## src/sv/alpn_pkg.sv

```systemverilog
// ---------------------------------------------------------------------------
// ALPN selector package
// Shared codes, types and name-matching functions for the ALPN selector.
// ---------------------------------------------------------------------------
package alpn_pkg;

	// Default ceiling on the number of parsed list bytes.
	localparam int LIST_BYTES_MAX_DEF = 65535;

	// Field widths fixed by the interface.
	localparam int BYTE_W   = 8;
	localparam int OFFSET_W = 16;
	localparam int CHOICE_W = 2;
	localparam int LENGTH_W = 4;

	// Selection codes.
	localparam logic [CHOICE_W-1:0] CHOICE_H2   = 2'd0;
	localparam logic [CHOICE_W-1:0] CHOICE_HTTP = 2'd1;
	localparam logic [CHOICE_W-1:0] CHOICE_NONE = 2'd2;

	// Name lengths reported with a selection.
	localparam logic [LENGTH_W-1:0] LEN_H2   = 4'd2;
	localparam logic [LENGTH_W-1:0] LEN_HTTP = 4'd8;
	localparam logic [LENGTH_W-1:0] LEN_NONE = 4'd0;

	// Parser phase codes; the unused code behaves as stopped.
	localparam logic [1:0] PHASE_LEN  = 2'd0;
	localparam logic [1:0] PHASE_BODY = 2'd1;
	localparam logic [1:0] PHASE_STOP = 2'd2;

	// One list word as handed to the parser.
	typedef struct packed {
		logic              valid;
		logic [BYTE_W-1:0] data;
		logic              last;
	} step_t;

	// One selection result.
	typedef struct packed {
		logic [CHOICE_W-1:0] choice;
		logic [OFFSET_W-1:0] offset;
		logic [LENGTH_W-1:0] length;
	} result_t;

	// Characters of "h2" by position.
	function automatic logic [BYTE_W-1:0] short_char(input logic idx);
		logic [BYTE_W-1:0] c;
		c = idx ? 8'h32 : 8'h68;
		return c;
	endfunction

	// Characters of "http/1.1" by position.
	function automatic logic [BYTE_W-1:0] long_char(input logic [2:0] idx);
		logic [BYTE_W-1:0] c;
		case (idx)
			3'd0: c = 8'h68;
			3'd1: c = 8'h74;
			3'd2: c = 8'h74;
			3'd3: c = 8'h70;
			3'd4: c = 8'h2f;
			3'd5: c = 8'h31;
			3'd6: c = 8'h2e;
			3'd7: c = 8'h31;
			default: c = 8'h00;
		endcase
		return c;
	endfunction

endpackage

```

## src/sv/alpn_parse_core.sv

```systemverilog
// ---------------------------------------------------------------------------
// ALPN list parser core
// Walks the list one word per step, tracks entry matches and forms the
// selection on the last word, then returns to its reset state.
// ---------------------------------------------------------------------------
module alpn_parse_core #(
	parameter int LIST_BYTES_MAX = alpn_pkg::LIST_BYTES_MAX_DEF
) (
	input  logic             clk,
	input  logic             arst_n,
	input  alpn_pkg::step_t  step,
	output alpn_pkg::result_t result
);
	import alpn_pkg::*;

	localparam logic [OFFSET_W-1:0] POS_MAX = OFFSET_W'(LIST_BYTES_MAX);

	logic [1:0]          phase_q;
	logic [BYTE_W-1:0]   left_q;
	logic [BYTE_W-1:0]   elen_q;
	logic [OFFSET_W-1:0] estart_q;
	logic [OFFSET_W-1:0] pos_q;
	logic                m_short_q, m_long_q;
	logic                f_short_q, f_long_q;
	logic [OFFSET_W-1:0] o_short_q, o_long_q;

	logic [1:0]          phase_d;
	logic [BYTE_W-1:0]   left_d;
	logic [BYTE_W-1:0]   elen_d;
	logic [OFFSET_W-1:0] estart_d;
	logic [OFFSET_W-1:0] pos_d;
	logic                m_short_d, m_long_d;
	logic                f_short_d, f_long_d;
	logic [OFFSET_W-1:0] o_short_d, o_long_d;

	// Next state for one list word.
	always_comb begin
		logic [BYTE_W-1:0] idx;
		logic [BYTE_W-1:0] left_m1;
		logic              ms, ml;
		phase_d   = phase_q;
		left_d    = left_q;
		elen_d    = elen_q;
		estart_d  = estart_q;
		pos_d     = pos_q;
		m_short_d = m_short_q;
		m_long_d  = m_long_q;
		f_short_d = f_short_q;
		f_long_d  = f_long_q;
		o_short_d = o_short_q;
		o_long_d  = o_long_q;
		idx       = elen_q - left_q;
		left_m1   = left_q - 8'd1;
		ms        = m_short_q && (idx < 8'd2) && (short_char(idx[0]) == step.data);
		ml        = m_long_q && (idx < 8'd8) && (long_char(idx[2:0]) == step.data);
		if (pos_q < POS_MAX) begin
			pos_d = pos_q + 16'd1;
			case (phase_q)
				PHASE_LEN: begin
					if (step.data == 8'd0) begin
						phase_d = PHASE_STOP;
					end else begin
						elen_d    = step.data;
						left_d    = step.data;
						estart_d  = pos_q + 16'd1;
						m_short_d = (step.data == 8'd2);
						m_long_d  = (step.data == 8'd8);
						phase_d   = PHASE_BODY;
					end
				end
				PHASE_BODY: begin
					m_short_d = ms;
					m_long_d  = ml;
					left_d    = left_m1;
					if (left_m1 == 8'd0) begin
						if (ms && !f_short_q) begin
							f_short_d = 1'b1;
							o_short_d = estart_q;
						end
						if (ml && !f_long_q) begin
							f_long_d = 1'b1;
							o_long_d = estart_q;
						end
						phase_d = PHASE_LEN;
					end
				end
				default: begin
				end
			endcase
		end
	end

	// Selection from the updated found flags.
	always_comb begin
		if (f_short_d) begin
			result.choice = CHOICE_H2;
			result.offset = o_short_d;
			result.length = LEN_H2;
		end else if (f_long_d) begin
			result.choice = CHOICE_HTTP;
			result.offset = o_long_d;
			result.length = LEN_HTTP;
		end else begin
			result.choice = CHOICE_NONE;
			result.offset = '0;
			result.length = LEN_NONE;
		end
	end

	// Parser state; the last word returns everything to reset.
	always_ff @(posedge clk or negedge arst_n) begin
		if (!arst_n) begin
			phase_q   <= PHASE_LEN;
			left_q    <= '0;
			elen_q    <= '0;
			estart_q  <= '0;
			pos_q     <= '0;
			m_short_q <= 1'b0;
			m_long_q  <= 1'b0;
			f_short_q <= 1'b0;
			f_long_q  <= 1'b0;
			o_short_q <= '0;
			o_long_q  <= '0;
		end else if (step.valid) begin
			if (step.last) begin
				phase_q   <= PHASE_LEN;
				left_q    <= '0;
				elen_q    <= '0;
				estart_q  <= '0;
				pos_q     <= '0;
				m_short_q <= 1'b0;
				m_long_q  <= 1'b0;
				f_short_q <= 1'b0;
				f_long_q  <= 1'b0;
				o_short_q <= '0;
				o_long_q  <= '0;
			end else begin
				phase_q   <= phase_d;
				left_q    <= left_d;
				elen_q    <= elen_d;
				estart_q  <= estart_d;
				pos_q     <= pos_d;
				m_short_q <= m_short_d;
				m_long_q  <= m_long_d;
				f_short_q <= f_short_d;
				f_long_q  <= f_long_d;
				o_short_q <= o_short_d;
				o_long_q  <= o_long_d;
			end
		end
	end

endmodule

```

## src/sv/alpn_protocol_selector.sv

```systemverilog
// ---------------------------------------------------------------------------
// ALPN protocol selector
// Picks h2, else http/1.1, from a TLS ALPN protocol list streamed by word.
// ---------------------------------------------------------------------------
// The list enters one byte word per cycle on the list channel, with
// last_byte marking its final word; one selection leaves on the result
// channel per list, from the result register that is loaded as the last
// word leaves the input register. Each word is registered at the input and
// folded into the parser state as it moves on, so a new word is taken every
// cycle; the only stall is a last word waiting while an earlier result is
// still held in the output register. Offsets count from the first list word;
// words beyond LIST_BYTES_MAX are not parsed but their last mark is honored.
module alpn_protocol_selector #(
	parameter int LIST_BYTES_MAX = alpn_pkg::LIST_BYTES_MAX_DEF
) (
	input  logic                            clk,
	input  logic                            arst_n,
	input  logic                            list_valid,
	output logic                            list_ready,
	input  logic [alpn_pkg::BYTE_W-1:0]     list_byte,
	input  logic                            last_byte,
	output logic                            result_valid,
	input  logic                            result_ready,
	output logic [alpn_pkg::CHOICE_W-1:0]   choice,
	output logic [alpn_pkg::OFFSET_W-1:0]   name_offset,
	output logic [alpn_pkg::LENGTH_W-1:0]   name_length
);
	import alpn_pkg::*;

	logic              valid_s1;
	logic [BYTE_W-1:0] byte_s1;
	logic              last_s1;
	logic              advance;
	step_t             step;
	result_t           sel;

	// A word moves on unless it is a last word and the result slot is full and not being taken.
	assign advance    = valid_s1 && (!last_s1 || !result_valid || result_ready);
	assign list_ready = !valid_s1 || advance;

	// Input register.
	always_ff @(posedge clk or negedge arst_n) begin
		if (!arst_n) begin
			valid_s1 <= 1'b0;
		end else if (list_ready) begin
			valid_s1 <= list_valid;
		end
	end

	always_ff @(posedge clk) begin
		if (list_ready) begin
			byte_s1 <= list_byte;
			last_s1 <= last_byte;
		end
	end

	assign step.valid = advance;
	assign step.data  = byte_s1;
	assign step.last  = last_s1;

	alpn_parse_core #(
		.LIST_BYTES_MAX(LIST_BYTES_MAX)
	) u_core (
		.clk    (clk),
		.arst_n (arst_n),
		.step   (step),
		.result (sel)
	);

	// Result register.
	always_ff @(posedge clk or negedge arst_n) begin
		if (!arst_n) begin
			result_valid <= 1'b0;
		end else if (advance && last_s1) begin
			result_valid <= 1'b1;
		end else if (result_ready) begin
			result_valid <= 1'b0;
		end
	end

	always_ff @(posedge clk) begin
		if (advance && last_s1) begin
			choice      <= sel.choice;
			name_offset <= sel.offset;
			name_length <= sel.length;
		end
	end

endmodule

```

## config.mk

```make
export PLATFORM = sky130hd
export DESIGN_NAME = alpn_protocol_selector
export DESIGN_NICKNAME = d
export VERILOG_FILES = /design/src/sv/alpn_pkg.sv /design/src/sv/alpn_parse_core.sv /design/src/sv/alpn_protocol_selector.sv
export SDC_FILE = /design/constraint.sdc
export NUM_CORES = 1
export LEC_CHECK = 0
export ABC_AREA = 1
export BUFFER_PORTS_ARGS = -buffer_cell sky130_fd_sc_hd__buf_2
export CAP_MARGIN = 5
export CORE_ASPECT_RATIO = 1.75
export CORE_MARGIN = 2
export CORE_UTILIZATION = 50
export CTS_CLUSTER_SIZE = 16
export DETAILED_ROUTE_END_ITERATION = 12
export PLACE_DENSITY_LB_ADDON = 0.2
export SYNTH_ARGS = -nofsm -noshare
export SYNTH_HDL_FRONTEND = slang
export SYNTH_SLANG_ARGS = --single-unit
```

## constraint.sdc

```tcl
create_clock -name clk -period 2.55 [get_ports clk]
set_input_delay 0.1275 -clock clk [delete_from_list [all_inputs] [get_ports clk]]
set_output_delay 0.1275 -clock clk [all_outputs]
set_load 0.005 [all_outputs]
```

==> out/results.ini, run 1 <==
[outcome]
outcome=complete, but fails checks
violations=setup timing

[timing]
post-route-period-util=1.09
setup_viol=53
min_period_ps=2780
slew_viol_final=0
finClkSkew_ps=7.85
grt_setup_unrepaired=yes
setup_slack_ps=-235
hold_viol=0
slew_headroom=0.533
whs_ps=314
fmaxAchievable_mhz=359
tightest_slew_ps=701

[critical_path]
crit_arrival_ps=2950
cp.buffers_inverters=4
path_cells=ha_4 > inv_2 > fa_2 > buf_4 > nor3_4 > nand4_1 > nor2_2 > buf_4 > nand3_2 > nand2_4 > a21oi_4 > buf_12 > nand2_1 > nand2_1
cp_top_family=simple AND/OR/NAND/NOR gates
crit_fanout=17
cp-start-kind=register
cp_data_required_time_ps=2710
critPathMaxStageDelay_ps=470
worstSetupPathType=register to register
crit_path_end_kind=register
critical-path-slowest-cell=fa_2

[floorplan]
ios=37
start_util=0.507
fp.dieArea_um2=14000
core-area_um2=12800
die_y_um=155
rows=55
die_w_um=90.1

[placed_design]
dp_hpwl_um=12100
portBuffers=34
place_congestion=0.992
dp.cells=1057
post-place-ws_ps=-452

[cts]
clk_pin_slew_ps=60
root_buffer=clkbuf_16
clock_latency_ps=410
cts_tree=built
cts_sinks=116
clk_path_buf_depth=2
htreeDepth=4
cts_made_buffers=17

[yosys]
synth_warnings=0
yosysUniqueCellTypes=40
synthArstFlopShare=0.759
synth_edf_count=28
ys_ff_latch=116
muxShareOfSynthArea=0
yosysSeqAreaShare=0.469
synth_area_leader_cell=dfrtp_1
syn_inst=841
syn_area_um2=6490
synth_ff_type=dfrtp_1
ys_top_cells_by_area=dfrtp_1, nand2_1, edfxtp_1
synth-simple-area-share=0.332
synth_xor_area_frac=0.00539
synth_top_family_by_area=simple AND/OR/NAND/NOR gates
synth_compound_area_frac=0.0759
synth_area_per_cell_um2=7.72
synth.top_cell.area_share=0.339
synth_fa_ha_area_frac=0.0301

[global_routing]
gr-usage-all-layers=0.258
grt_max_degree=52
grt-ovfl-total=0
grt_pass1_wl_um=28100
grt_pass1_vias=5921
antenna_found_initial=0

[pwr]
power_mw=6.29
ir_drop_uv=574
p_per_area_nw_per_um2=766
p_leak_nw=3.95

[routing]
finalWirelength_um=17500
drc_errors=0
first_pass_iters=5
wire_per_inst_um=15.7
drt_iter0_markers=344
drt-vias-per-instance=5.31
ant_nets=0
vias=5905

[cells_and_area]
area_delta_synth_final_pct=26.6
antennaDiodeCount=0
fin_cells=1112
fin_util=0.642
drive_gt1_frac=0.215
fin_nets=956

[worst_hold_path]
hp-class=primary input to asynchronous set/reset pin

[job]
cap_violations=0

-- placed cells by master (no fill, tap or decap), types with 4 or more instances in the layout --
master / synthesis / final
o22ai_1: 8 / 8
nor2_1: 43 / 39
clkinvlp_4: 0 / 5
buf_12: 0 / 11
nor3_1: 10 / 9
nand4_1: 9 / 9
inv_2: 2 / 6
inv_1: 108 / 104
ha_1: 14 / 9
dlygate4sd3_1: 0 / 12
nand2_1: 290 / 274
edfxtp_1: 28 / 28
nand3_1: 78 / 71
nand2_2: 25 / 37
bufinv_16: 0 / 4
o31ai_1: 7 / 7
clkbuf_16: 0 / 18
nor2_2: 6 / 7
buf_2: 5 / 33
a21oi_1: 19 / 19
buf_4: 7 / 32
nor2_4: 6 / 9
nand2_4: 4 / 7
dfrtp_1: 88 / 88
nand3_2: 4 / 9
o21ai_0: 47 / 45
-- registers in the layout, indices dropped and copies added (netlist names), 2 cells and up --
signal	cells
name_offset	16
byte_s1	8
u_core.o_long_q	16
u_core.estart_q	16
u_core.pos_q	16
choice	2
u_core.phase_q	2
u_core.elen_q	8
u_core.o_short_q	16
u_core.left_q	8
-- final timing paths --
kind / startpoint / to / slack [ps] / cells after the start
hold / removal: arst_n / u_core.o_short_q[9] / 310 / 2
hold reg to reg: u_core.o_short_q[8] / u_core.o_short_q[8] / 480 / 2
setup reg to reg: u_core.left_q[0] / name_offset[0] / -230 / 14
setup / recovery: u_core.left_q[0] / name_offset[0] / -230 / 14
min in group clk: list_byte[0] / byte_s1[0] / 420 / 2
max in group asynchronous: arst_n / u_core.left_q[3] / 1560 / 3
-- report_power, final --
group	internal (mW)	switching, mW
logic	0.619	1.08
clock network	1.63	0.862
registers	2.02	0.0824
total	4.27	2.02
-- synth_stat cells (all sizes together) (9+ instances only) --
library cell	instances
nand2	319
inv	110
dfrtp	88
nand3	83
nor2	55
o21ai	49
edfxtp	28
a21oi	20
buf	15
ha	14
clkbuf	11
nor3	11
nand4	9
-- stage by stage --
step                instance area (um2)  TNS, ps
floorplan                          6510    -1030
CTS                                8060    -8880
global placement                   7090   -13060
detailed placement                 7090   -14700
global route                       8220   -12410
finish                             8220    -7060
-- area by class of cell --
cell class              instances  area [um2]
clock buffers                  19         433
clock inverters                13         183
fillers                      1076        4580
inverters                     111         420
multi-input cells             590        3110
flip-flops and latches        116        3040
well taps                     171         214
repair buffers                 92         821
-- metal layers --
metal | track usage | vias up | part of all wire
met1 | 0.251 | 2775 | 0.35
met5 | 0 | - | 0
met4 | 0.152 | 0 | 0.053
met2 | 0.501 | 211 | 0.56
li1 | - | 2866 | -
met3 | 0.0443 | 53 | 0.039
-- cell families after synthesis --
| kind of cell | Yosys count |
|---|---|
| adders and majority gates | 15 |
| other | 1 |
| AOI/OAI and AO/OA | 87 |
| DFF | 116 |
| and+or+nand+nor | 481 |
| buffers and inverters | 137 |
| xor gates and xnor gates | 4 |
-- what timing repair did --
item                                    in CTS  in global routing
cloned                                       2                  1
endpoints found under the setup margin      52                 55
pin swaps                                   12                 34
hold buffers                                12                  0
setup buffers                                6                  2
gates resized for setup                     31                 26
endpoints found under the hold margin       61                  0
Power figures use the tool's default switching activity.
==> run 2, diff against run 1 <==
- CORE_MARGIN: 2 -> 4
- SLEW_MARGIN: unset -> 20
==> run 2 against run 1 <==
Compared with the run above:
- the run still ends with setup timing left
- hold slack worse by 22 ps
- global-route usage down 0.65 points
- sequential power hardly changed
- largest cell class unchanged
- critical path depth increased by 5
- clock power increased by 6%
- first-iteration DRC count unchanged
- register-to-register slack got worse by 50 ps
==> out/results.ini, run 2 (same netlist as run 1, synthesis figures left out) <==
[cells_and_area]
fin_nets=966  ; +1.0%
final_common_cell=nand2_1
regArea_um2=3040  ; unchanged
fin_util=0.694  ; +0.0515
final_cell_mix=nand2_1, inv_1, dfrtp_1
multi_input_area_um2=3420  ; +10%
drive_gt1_frac=0.286  ; +0.0713
antennaDiodeCount=0  ; unchanged
area_delta_synth_final_pct=34.2
fillerInstances=996  ; -7.4%

[global_routing]
grt_pass1_vias=6196  ; +4.6%
gr-usage-all-layers=0.252  ; -0.00652
grt-ovfl-total=0  ; unchanged
antenna_found_initial=0  ; unchanged
grt_pass1_wl_um=29300  ; +4.2%
grt_max_degree=48  ; -7.7%

[cts]
cts_tree=built
cts_made_buffers=17  ; unchanged
root_buffer=clkbuf_16
clock_latency_ps=410  ; about the same
clk_path_buf_depth=2  ; unchanged
htreeDepth=4  ; unchanged
cts_sinks=116  ; unchanged
clk_pin_slew_ps=50  ; about the same

[timing]
min_period_ps=2840  ; +53.3 ps
setup_viol=51  ; -3.8%
hold_viol=0  ; unchanged
finClkSkew_ps=7.56  ; -0.284 ps
post-route-period-util=1.11  ; +0.0209
setup_slack_ps=-288  ; -53.3 ps
grt_setup_unrepaired=yes
slew_headroom=0.563  ; +0.0305
tightest_slew_ps=655  ; -45.8 ps
slew_viol_final=0  ; unchanged
fmaxAchievable_mhz=352  ; -1.9%
whs_ps=292  ; -21.7 ps

[floorplan]
die_w_um=94.1  ; +4.4%
fp.dieArea_um2=14900  ; +7.1%
die_y_um=159  ; +2.6%
core-area_um2=12600  ; -1.8%
start_util=0.517  ; +0.00940
rows=54  ; -1.8%
ios=37  ; unchanged

[outcome]
outcome=complete, but fails checks
violations=setup timing

[critical_path]
crit_path_end_kind=register
crit_fanout=8  ; -9
critPathMaxStageDelay_ps=600  ; +130 ps
critical-path-slowest-cell=fa_2
r2r_end=name_offset[5]
r2r_start=u_core.elen_q[0]
cp-start-kind=register
cpMostUsedCell=nand2_1
cp_data_required_time_ps=2710  ; about the same
rrSetupSlack_ps=-290  ; -50 ps
path_cells=inv_2 > ha_4 > inv_4 > fa_2 > inv_2 > ha_4 > inv_1 > nand2_1 > nand3_1 > nand2_1 > nor2_2 > nand3_2 > nor2_4 > buf_12 > nand2_8 > nand2_2 > nand2_2 > nand2_1 > nand2_1
crit_arrival_ps=3000  ; +50 ps
reg2reg_depth=19  ; +5
worstSetupPathType=register to register

[routing]
finalWirelength_um=18700  ; +6.7%
wire_per_inst_um=16.7  ; +6.1%
ant_nets=0  ; unchanged
first_pass_iters=5  ; unchanged
vias=6027  ; +2.1%
drt_iter0_markers=344  ; unchanged
drt-vias-per-instance=5.39  ; +1.4%
drc_errors=0  ; unchanged

[pwr]
power_mw=6.46  ; +2.6%
p_per_area_nw_per_um2=741  ; -3.2%
ir_drop_uv=603  ; +5.1%
p_leak_nw=4.07  ; +3.0%

[worst_hold_path]
hp-class=primary input to asynchronous set/reset pin

[job]
cap_violations=0  ; unchanged

[placed_design]
portBuffers=34  ; unchanged
dp_hpwl_um=12400  ; +2.4%
place_congestion=0.890  ; -10%

[run 2: cell count changes in the layout (fill, tap and decap cells not counted), sizes merged]
cell / before / now
clkinv: 4 / 8
inv: 111 / 110
clkinvlp: 5 / 1
bufbuf: 0 / 1
clkbuf: 20 / 21
buf: 79 / 87
bufinv: 4 / 5
[run 2: worst max path at each step]
stage,startpoint,cells after the start,endpoint
detailed placement,u_core.elen_q[0],18,name_offset[1]
global route,u_core.elen_q[0],19,name_offset[5]
global placement,u_core.elen_q[0],18,name_offset[15]
CTS,u_core.elen_q[0],20,name_offset[7]
finish,u_core.elen_q[0],19,name_offset[5]
floorplan,u_core.left_q[0],18,name_offset[6]
[run 2: layout make-up]
cell class                      instances  area share
Inverter                              111      0.0484
Sequential cell                       116       0.349
Tap cell                              168      0.0241
Multi-Input combinational cell        590       0.393
Clock inverter                         13      0.0235
Timing Repair Buffer                  102       0.110
Clock buffer                           19      0.0520
[run 2: stage by stage]
stage                     setup WS [ps]  cells  cell area, um2  TNS, ps
after floorplan                    -103    842            6510    -1030
after global routing               -392   1119            8720   -13820
after global placement             -216   1062            7160    -5140
after detailed placement           -260   1062            7160    -6900
after CTS                          -188   1116            8260    -4130
final                              -288   1119            8720    -8050
[run 2: where the power goes]
part	internal, mW	leakage (nW)	total [mW]	switching (mW)
combinational	0.651	2.28	1.73	1.08
clock	1.78	0.318	2.63	0.849
sequential	2.02	1.47	2.10	0.0810
total	4.45	4.07	6.46	2.01
[run 2: critical path: cells and delay by family, from the launching register on]
kind	cells	cell delay, ps
flip-flops	1	370
buffers and inverters	5	370
AND/OR/NAND/NOR	11	950
adder cells (fa/ha/maj)	3	890
[run 2: metal layers]
metal,GRT usage,up-vias,wire length [um]
li1,-,2870,-
met1,0.240,2892,6250
met2,0.464,195,10500
met3,0.0464,70,712
met4,0.176,0,1170
met5,0,-,0
[run 2: timing repair]
item                                   CTS  global route
pin swaps                               12            45
cloned                                   4             2
hold buffers                            12             0
gates resized for setup                 44           106
setup endpoints to repair               51            54
buffers inserted                         6             4
endpoints found under the hold margin   57             0
==> run 3, diff against run 2 <==
- SKIP_LAST_GASP: unset -> 1
==> run 3 against run 2 <==
Compared with the run above:
- the flow still finishes with violations (setup timing)
- global-route usage fell by 0.098 points
- final cell count is the same
- sequential share of layout area up 0.70 points
- sequential cell count unchanged
- die area stayed put
- clock power barely moved
- power shrank 1.7%
- utilization is 1.4 points lower
- final area decreased by 2.0%
- clock skew is 0.71 ps lower
- critical path type unchanged
- largest cell class unchanged
- highest routed layer unchanged
==> out/results.ini, run 3 (same netlist as run 1, synthesis figures left out) <==
[timing]
tightest_slew_ps=646  ; -9.42 ps
hold_viol=0  ; unchanged
slew_headroom=0.569  ; +0.00628
setup_slack_ps=-315  ; -26.8 ps
min_period_ps=2860  ; +26.8 ps
finClkSkew_ps=6.85  ; -0.714 ps
whs_ps=291  ; -0.665 ps
setup_tns_ps=-9760  ; -1710 ps
slew_viol_final=0  ; unchanged
post-route-period-util=1.12  ; +0.0105
fmaxAchievable_mhz=349  ; -0.94%
setup_viol=52  ; +2.0%
grt_setup_unrepaired=yes

[outcome]
violations=setup timing
outcome=complete, but fails checks

[pwr]
seq_power_share=0.331  ; +0.006
sw_frac_of_total=0.305  ; -0.00580
ir_drop_uv=586  ; -2.8%
p_per_area_nw_per_um2=743  ; +0.28%
pwr-share-clk=0.413  ; +0.006
p_leak_nw=4.03  ; -1.1%
p_sw_mw=1.94  ; -3.5%
pwr-share-comb=0.255  ; -0.013
cell_internal_pwr_mw=4.41  ; -0.86%

[global_routing]
gr-usage-all-layers=0.251  ; -0.000976
antenna_found_initial=0  ; unchanged
grt_pass1_wl_um=29200  ; -0.35%
grt_pass1_vias=6188  ; -0.13%
grt_max_degree=48  ; unchanged
grt-ovfl-total=0  ; unchanged

[floorplan]
die_w_um=94.1  ; unchanged
core-area_um2=12600  ; unchanged
ios=37  ; unchanged
fp.dieArea_um2=14900  ; unchanged
rows=54  ; unchanged
start_util=0.517  ; unchanged
die_y_um=159  ; unchanged

[routing]
drc_errors=0  ; unchanged
wl_met3_um=759  ; +6.6%
dr_wl_met2_um=10200  ; -3.6%
top_layer_used=met4
first_pass_iters=5  ; unchanged
finalWirelength_um=18200  ; -2.6%
drt_iter0_markers=313  ; -9.0%
ant_nets=0  ; unchanged
met1_length_um=6030  ; -3.5%
vias=6029  ; +0.033%
drt-vias-per-instance=5.39  ; about the same
wire_per_inst_um=16.2  ; -2.6%

[cells_and_area]
final_common_cell=nand2_1
fillerInstances=1009  ; +1.3%
multi_input_area_um2=3290  ; -3.8%
fin_nets=966  ; unchanged
area_delta_synth_final_pct=31.6
final_area_um2=8550  ; -2.0%
antennaDiodeCount=0  ; unchanged
regArea_um2=3040  ; unchanged
fin_cells=1119  ; unchanged
drive_gt1_frac=0.264  ; -0.0221
final_cell_mix=nand2_1, inv_1, dfrtp_1

[placed_design]
portBuffers=34  ; unchanged
place_congestion=0.890  ; unchanged
post-place-ws_ps=-260  ; unchanged
dp_hpwl_um=12400  ; unchanged
place_area_um2=7160  ; unchanged
dp.cells=1062  ; unchanged

[critical_path]
reg2reg_depth=15  ; -4
r2r_start=u_core.elen_q[0]
cp-start-kind=register
cp_data_required_time_ps=2710  ; about the same
crit_fanout=5  ; -3
rrSetupSlack_ps=-310  ; -30 ps
r2r_end=name_offset[5]
crit_arrival_ps=3030  ; +30 ps
crit_path_end_kind=register
worstSetupPathType=register to register

[job]
cap_violations=0  ; unchanged

[cts]
cts_sinks=116  ; unchanged
clk_pin_slew_ps=60  ; about the same
cts_tree=built
clock_latency_ps=410  ; about the same
root_buffer=clkbuf_16
htreeDepth=4  ; unchanged
clk_path_buf_depth=2  ; unchanged
cts_made_buffers=17  ; unchanged

[worst_hold_path]
hp-class=primary input to asynchronous set/reset pin

==> run 3: cell count changes in the layout (fill, tap and decap cells not counted), sizes merged <==
cell,previous run,this run
buf,87,88
clkbuf,21,20
==> run 3: layout make-up <==
cell class,instances,share of cell area
Timing Repair Buffer,102,0.108
Clock inverter,13,0.0240
Clock buffer,19,0.0530
Sequential cell,116,0.356
Tap cell,168,0.0246
Inverter,111,0.0488
Multi-Input combinational cell,590,0.386
==> run 3: timing repair <==
action / in CTS / in global routing
hold buffers: 12 / 0
hold endpoints to repair: 57 / 0
gates resized for setup: 39 / 72
setup endpoints to repair: 51 / 54
cloned: 4 / 1
setup buffers: 6 / 3
pin swaps: 12 / 43
==> run 3: per-layer routing <==
layer	track usage	up-vias
li1	-	2883
met1	0.239	2853
met2	0.460	212
met3	0.0459	81
met4	0.180	0
met5	0	-
==> run 3: critical path, stage by stage, from the launching register on <==
cell and delay, ps:
dfrtp_1 370, inv_2 70, ha_4 130, inv_2 40, fa_2 490, buf_4 150
buf_4 120, nor3_2 110, nand4_1 200, nor2_2 190, nand2_2 90, nor2_4 240
clkbuf_16 200, nand2_1 70, nand3_1 80, nand2_1 60
==> run 3: worst max path at each step <==
stage                     start         endpoint  slack (ps)  depth (start not counted)
6_report       u_core.elen_q[0]   name_offset[5]        -310                         15
2_1_floorplan  u_core.left_q[0]   name_offset[6]        -100                         18
4_1_cts        u_core.elen_q[2]   name_offset[7]        -200                         15
3_3_place_gp   u_core.elen_q[0]  name_offset[15]        -220                         18
5_1_grt        u_core.elen_q[0]   name_offset[5]        -380                         15
3_5_place_dp   u_core.elen_q[0]   name_offset[1]        -260                         18
==> run 3: stage by stage <==
stage / util / power (mW)
after detailed placement: 0.570 / 3.61
final: 0.680 / 6.35
after CTS: 0.656 / 6.34
after global routing: 0.680 / 6.69
after floorplan: - / 3.10
after global placement: 0.570 / 3.58
==> run 3: power groups by stage <==
stage,Combinational (mW),Clock (mW),Sequential (mW)
after floorplan,0.976,0,2.12
after global placement,1.45,0,2.12
after detailed placement,1.48,0,2.13
after CTS,1.58,2.66,2.10
after global routing,1.83,2.75,2.12
final,1.62,2.62,2.10
